===== config.mk =====
export PLATFORM = sky130hd
export DESIGN_NAME = ucb_ram
export DESIGN_NICKNAME = d
export VERILOG_FILES = /design/src/ucb_move_selector_defines.svh /design/src/ucb_ram.sv
export SDC_FILE = /design/constraint.sdc
export NUM_CORES = 1
export LEC_CHECK = 0
export BUFFER_PORTS_ARGS = -buffer_cell sky130_fd_sc_hd__buf_2
export CORE_MARGIN = 3
export CORE_UTILIZATION = 45
export DETAILED_ROUTE_END_ITERATION = 8
export GPL_ROUTABILITY_DRIVEN = 0
export GPL_TIMING_DRIVEN = 0
export PLACE_DENSITY_LB_ADDON = 0.2
export SYNTH_ARGS = -nofsm -noshare
export SYNTH_HDL_FRONTEND = slang
export SYNTH_SLANG_ARGS = --single-unit

===== constraint.sdc =====
create_clock -name aclk -period 2.7 [get_ports aclk]
set_input_delay 0.27 -clock aclk [delete_from_list [all_inputs] [get_ports aclk]]
set_output_delay 0.27 -clock aclk [all_outputs]
set_load 0.03 [all_outputs]

===== src/ucb_move_selector_defines.svh =====
// Assertion macros shared by the move selector RTL.
`ifndef UCB_MOVE_SELECTOR_DEFINES_SVH
`define UCB_MOVE_SELECTOR_DEFINES_SVH

// Same-cycle implication, checked on every clock edge outside reset.
`define UCB_ASSERT_IMPL(label, clk, rstn, ante, cons) \
    label: assert property (@(posedge clk) disable iff (!rstn) (ante) |-> (cons)) \
        else $error("move selector assertion failed");

// Next-cycle implication, checked on every clock edge outside reset.
`define UCB_ASSERT_NEXT(label, clk, rstn, ante, cons) \
    label: assert property (@(posedge clk) disable iff (!rstn) (ante) |=> (cons)) \
        else $error("move selector assertion failed");

`endif


===== src/ucb_ram.sv =====
// Generic single-write, single-read RAM with registered read data.
`timescale 1ns / 1ps
`default_nettype none
module ucb_ram #(
    parameter int WIDTH = 32,
    parameter int DEPTH = 31
) (
    input  wire logic                     aclk,
    input  wire logic                     we,
    input  wire logic [$clog2(DEPTH)-1:0] waddr,
    input  wire logic [WIDTH-1:0]         wdata,
    input  wire logic [$clog2(DEPTH)-1:0] raddr,
    output logic      [WIDTH-1:0]         rdata
);

    logic [WIDTH-1:0] mem [DEPTH];

    always_ff @(posedge aclk) begin
        if (we) begin
            mem[waddr] <= wdata;
        end
        rdata <= mem[raddr];
    end

endmodule
`default_nettype wire


* Yosys cells after proc, flatten, opt, wreduce, memory -nomap -nowiden
Memory sizes are Yosys's and may differ from the RTL's. A register that Yosys moved wholly into a read port is not among the register bits.
Index checks and enable logic that the tools add are counted.
** Cells by class
- Multiplexer cells :: 2
** Operator list (count)
- $mux W1 :: 2
** Storage, ports and cells
- Bits in registers :: 0
- RAM bits :: 992
- Memories kept :: 1
** Memory list
- mem :: words 31, width 32, rd ports 1, clocked after memory_dff 1, write ports 1, line ucb_ram.sv:16 : logic [WIDTH-1:0] mem [DEPTH];

* Longest topological paths before layout
- Depth in word-level cells :: 2
- Gate-level depth with buffers :: 9
- Mapped depth without buffers :: 5

* Worst setup path before layout
No wires, ideal clock.
- Path kind :: input to register
- Start point :: input port waddr[1]
- End point :: memory mem[12][0] (enable)
- Library setup time :: 0.421 ns
- Data arrival time :: 2.283 ns
- Data required time :: 2.279 ns
- Setup slack :: -0.004 ns
- Stages :: 3
- Cell sequence :: or3b_2 clkbuf_1 nor2_1
** RTL lines
- start, declared :: line ucb_ram.sv:10 : input wire logic [$clog2(DEPTH)-1:0] waddr,
- end, declared :: line ucb_ram.sv:16
Straight into the memory's write port.

==> metrics.yaml <==
dr.pass1.iters: 8
grt_start_max_net_pins: 32
drv_slew: 0
finalWorstSetupSlack_ns: 0.359
synthFlopType: "edfxtp_1"
vias: 19800
grt_pass1_wl_um: 148000
grt_usage_pct: 23.4
postRouteWirelength_um: 105000
cp.arrival_ns: 2.82
worstHoldPathType: "in2reg"
pre_cts_ws_ns: -0.329
dp_cells: 3152
hold_buffers: 0
cts_setup_buffers: 0
fmax_mhz: 427
drtIter0Drc: 2113
p_switching_mw: 7.32
postRouteAntennaNets: 0
rsz0062_at_grt: "false"
hold_depth: 1
die_w_um: 299
p_clk_share_pct: 42.0
root_buffer: "clkbuf_16"
place_hpwl_um: 67100
cp.required_ns: 3.18
hold_end: "mem[18][14]$_DFFE_PP_"
crit_chain: "buf_2, nor2b_1, nand2_1, clkbuf_1, o22ai_1, nor4_1, o211ai_1"
crit_fanout: 10
clk_pin_slew_ns: 0.06
r2r-start: "mem[0][0]$_DFFE_PP_"
synth-seq-cells: 1024
hold_ws_ns: 0.0795
synth_top_area_share_pct: 77.0
fin_cells: 3355
area_delta_synth_final_pct: 15.7
final_common_cell: "edfxtp_1"
cts_tree: "done"
ys_seq_area_share_pct: 78.7
start_util_pct: 45.9
syn_area_um2: 38700
layout_common_cells: "edfxtp_1 (992), mux2i_1 (256), mux4_2 (120), clkbuf_16 (108), buf_2 (106)"
cts_buffer_depth: 3
stdcell_area_um2: 44800
ff2ff_path_depth: 5
layout-drive-gt1-share_pct: 21.6
synth.net_count: 1959
worstSetupPathType: "in2reg"
final_hold_viol_count: 0
combPwrFrac_pct: 5.4
pin_count: 76
first_global_vias: 20300
cts.sink_count: 1024
synth_top_area_cell: "edfxtp_1"
r2r_slack_ns: 0.91
period_share_pct: 86.7
clk_latency_ns: 0.67
dpl_cell_area_um2: 41300
post-route-util_pct: 53.1
cp_slowest_cell: "clkbuf_1"
port_buffers: 72
startpoint_type: "primary input"
antenna_found_initial: 3
netlist_instances: 1915
viasPerCell: 5.91
synth_cell_types: 43
switching_share_pct: 21.7
rows: 106
power_mw: 33.7
core_area_um2: 84400
synthTopCellsByArea: "edfxtp_1 (77%), mux4_2 (7.0%), mux2i_1 (6.6%)"
cp_top_family: "simple AND/OR/NAND/NOR gates"
async_flop_share_pct: 0
cap_violations: 0
postSynthAreaPerCell_um2: 20.2
worstHoldStart: "wdata[14]"
period_minus_slack_ns: 2.34
synth-edff-count: 992
r2r_end: "rdata[0]$_DFF_P_"
htree_levels: 3
power_frac_seq_pct: 52.6
status: "finished clean"
tightest_slew_ns: 1.34
cts_resized: 0
wl_per_cell_um: 31.2
die_area_um2: 89500
yosysWarnings: 0
slowest_delay_ns: 0.78
setup_viol: 0
power.density_nw_per_um2: 753
drc: 0
p_int_mw: 26.4
crit_buf_inv: 2
die_y_um: 299
fin_nets: 2171
leakage_nw: 14.8
cts_buffers: 107
fin_setup_tns_ns: 0
grt.overflow.total: 0
fin_skew_ns: 0.0183
end_kind: "register"
ir_drop_mv: 0.755
relSlewSlack_pct: 10.1
==> Yosys cell counts (all sizes together) (13+ instances only) <==
| cell type | count |
|---|---|
| mux4 | 120 |
| nor2b | 13 |
| nand3 | 24 |
| nor2 | 43 |
| o211ai | 28 |
| dfxtp | 32 |
| nand2 | 66 |
| clkbuf | 22 |
| buf | 74 |
| a21oi | 19 |
| o21ai | 30 |
| o22ai | 100 |
| mux2i | 256 |
| a22oi | 17 |
| nor4 | 16 |
| edfxtp | 992 |
==> per-layer routing <==
metal	up-vias	wire (um)	track usage, %
met1	10600	43200	32.0
met4	4	3530	8.01
met3	161	6360	3.58
met2	741	51500	38.6
li1	8341	-	-
met5	-	27	0
==> registers in the layout, summed over array words and instances, names as in the netlist <==
register and flops:
mem 992, rdata 32
==> cell type report <==
class / instances / area [um2]
diodes: 1 / 2.50
plain buffers: 96 / 627
clock buffers: 157 / 3020
clock inverters: 45 / 400
fillers: 6672 / 39600
inverters: 3 / 11.3
multi-input cells: 792 / 7850
flip-flops and latches: 1024 / 30400
well taps: 1134 / 1420
repair buffers: 103 / 996
==> kinds of logic (layout without fill, tap and decap cells) <==
group                  count (synthesis)  in the layout  share of synthesized area, %
other                                  0              1                             0
multiplexers                         376            376                          13.6
buffers and inverters                 99            404                          1.65
AND/OR/NAND/NOR                      191            191                          2.32
flip-flops                          1024           1024                          78.7
AO/OA/AOI/OAI                        225            225                          3.77
==> worst max path at each step <==
stage,depth (start not counted),startpoint,slack (ns),to
final,7,raddr[2],0.36,rdata[28]$_DFF_P_
after global routing,7,raddr[2],0.34,rdata[28]$_DFF_P_
after CTS,7,raddr[2],0.38,rdata[28]$_DFF_P_
after detailed placement,7,raddr[2],-0.33,rdata[28]$_DFF_P_
after global placement,4,waddr[1],-2.37,mem[12][19]$_DFFE_PP_
after floorplan,3,waddr[1],-0.004,mem[12][0]$_DFFE_PP_
==> power by group through the flow <==
stage	logic, mW	clock network [mW]	registers (mW)
5_1_grt	1.92	15.0	17.7
4_1_cts	1.83	14.3	17.7
6_report	1.81	14.2	17.7
3_3_place_gp	1.75	0	18.1
3_5_place_dp	1.82	0	18.1
2_1_floorplan	0.853	0	18.2
Note: power is estimated with default switching activity, not from simulation.
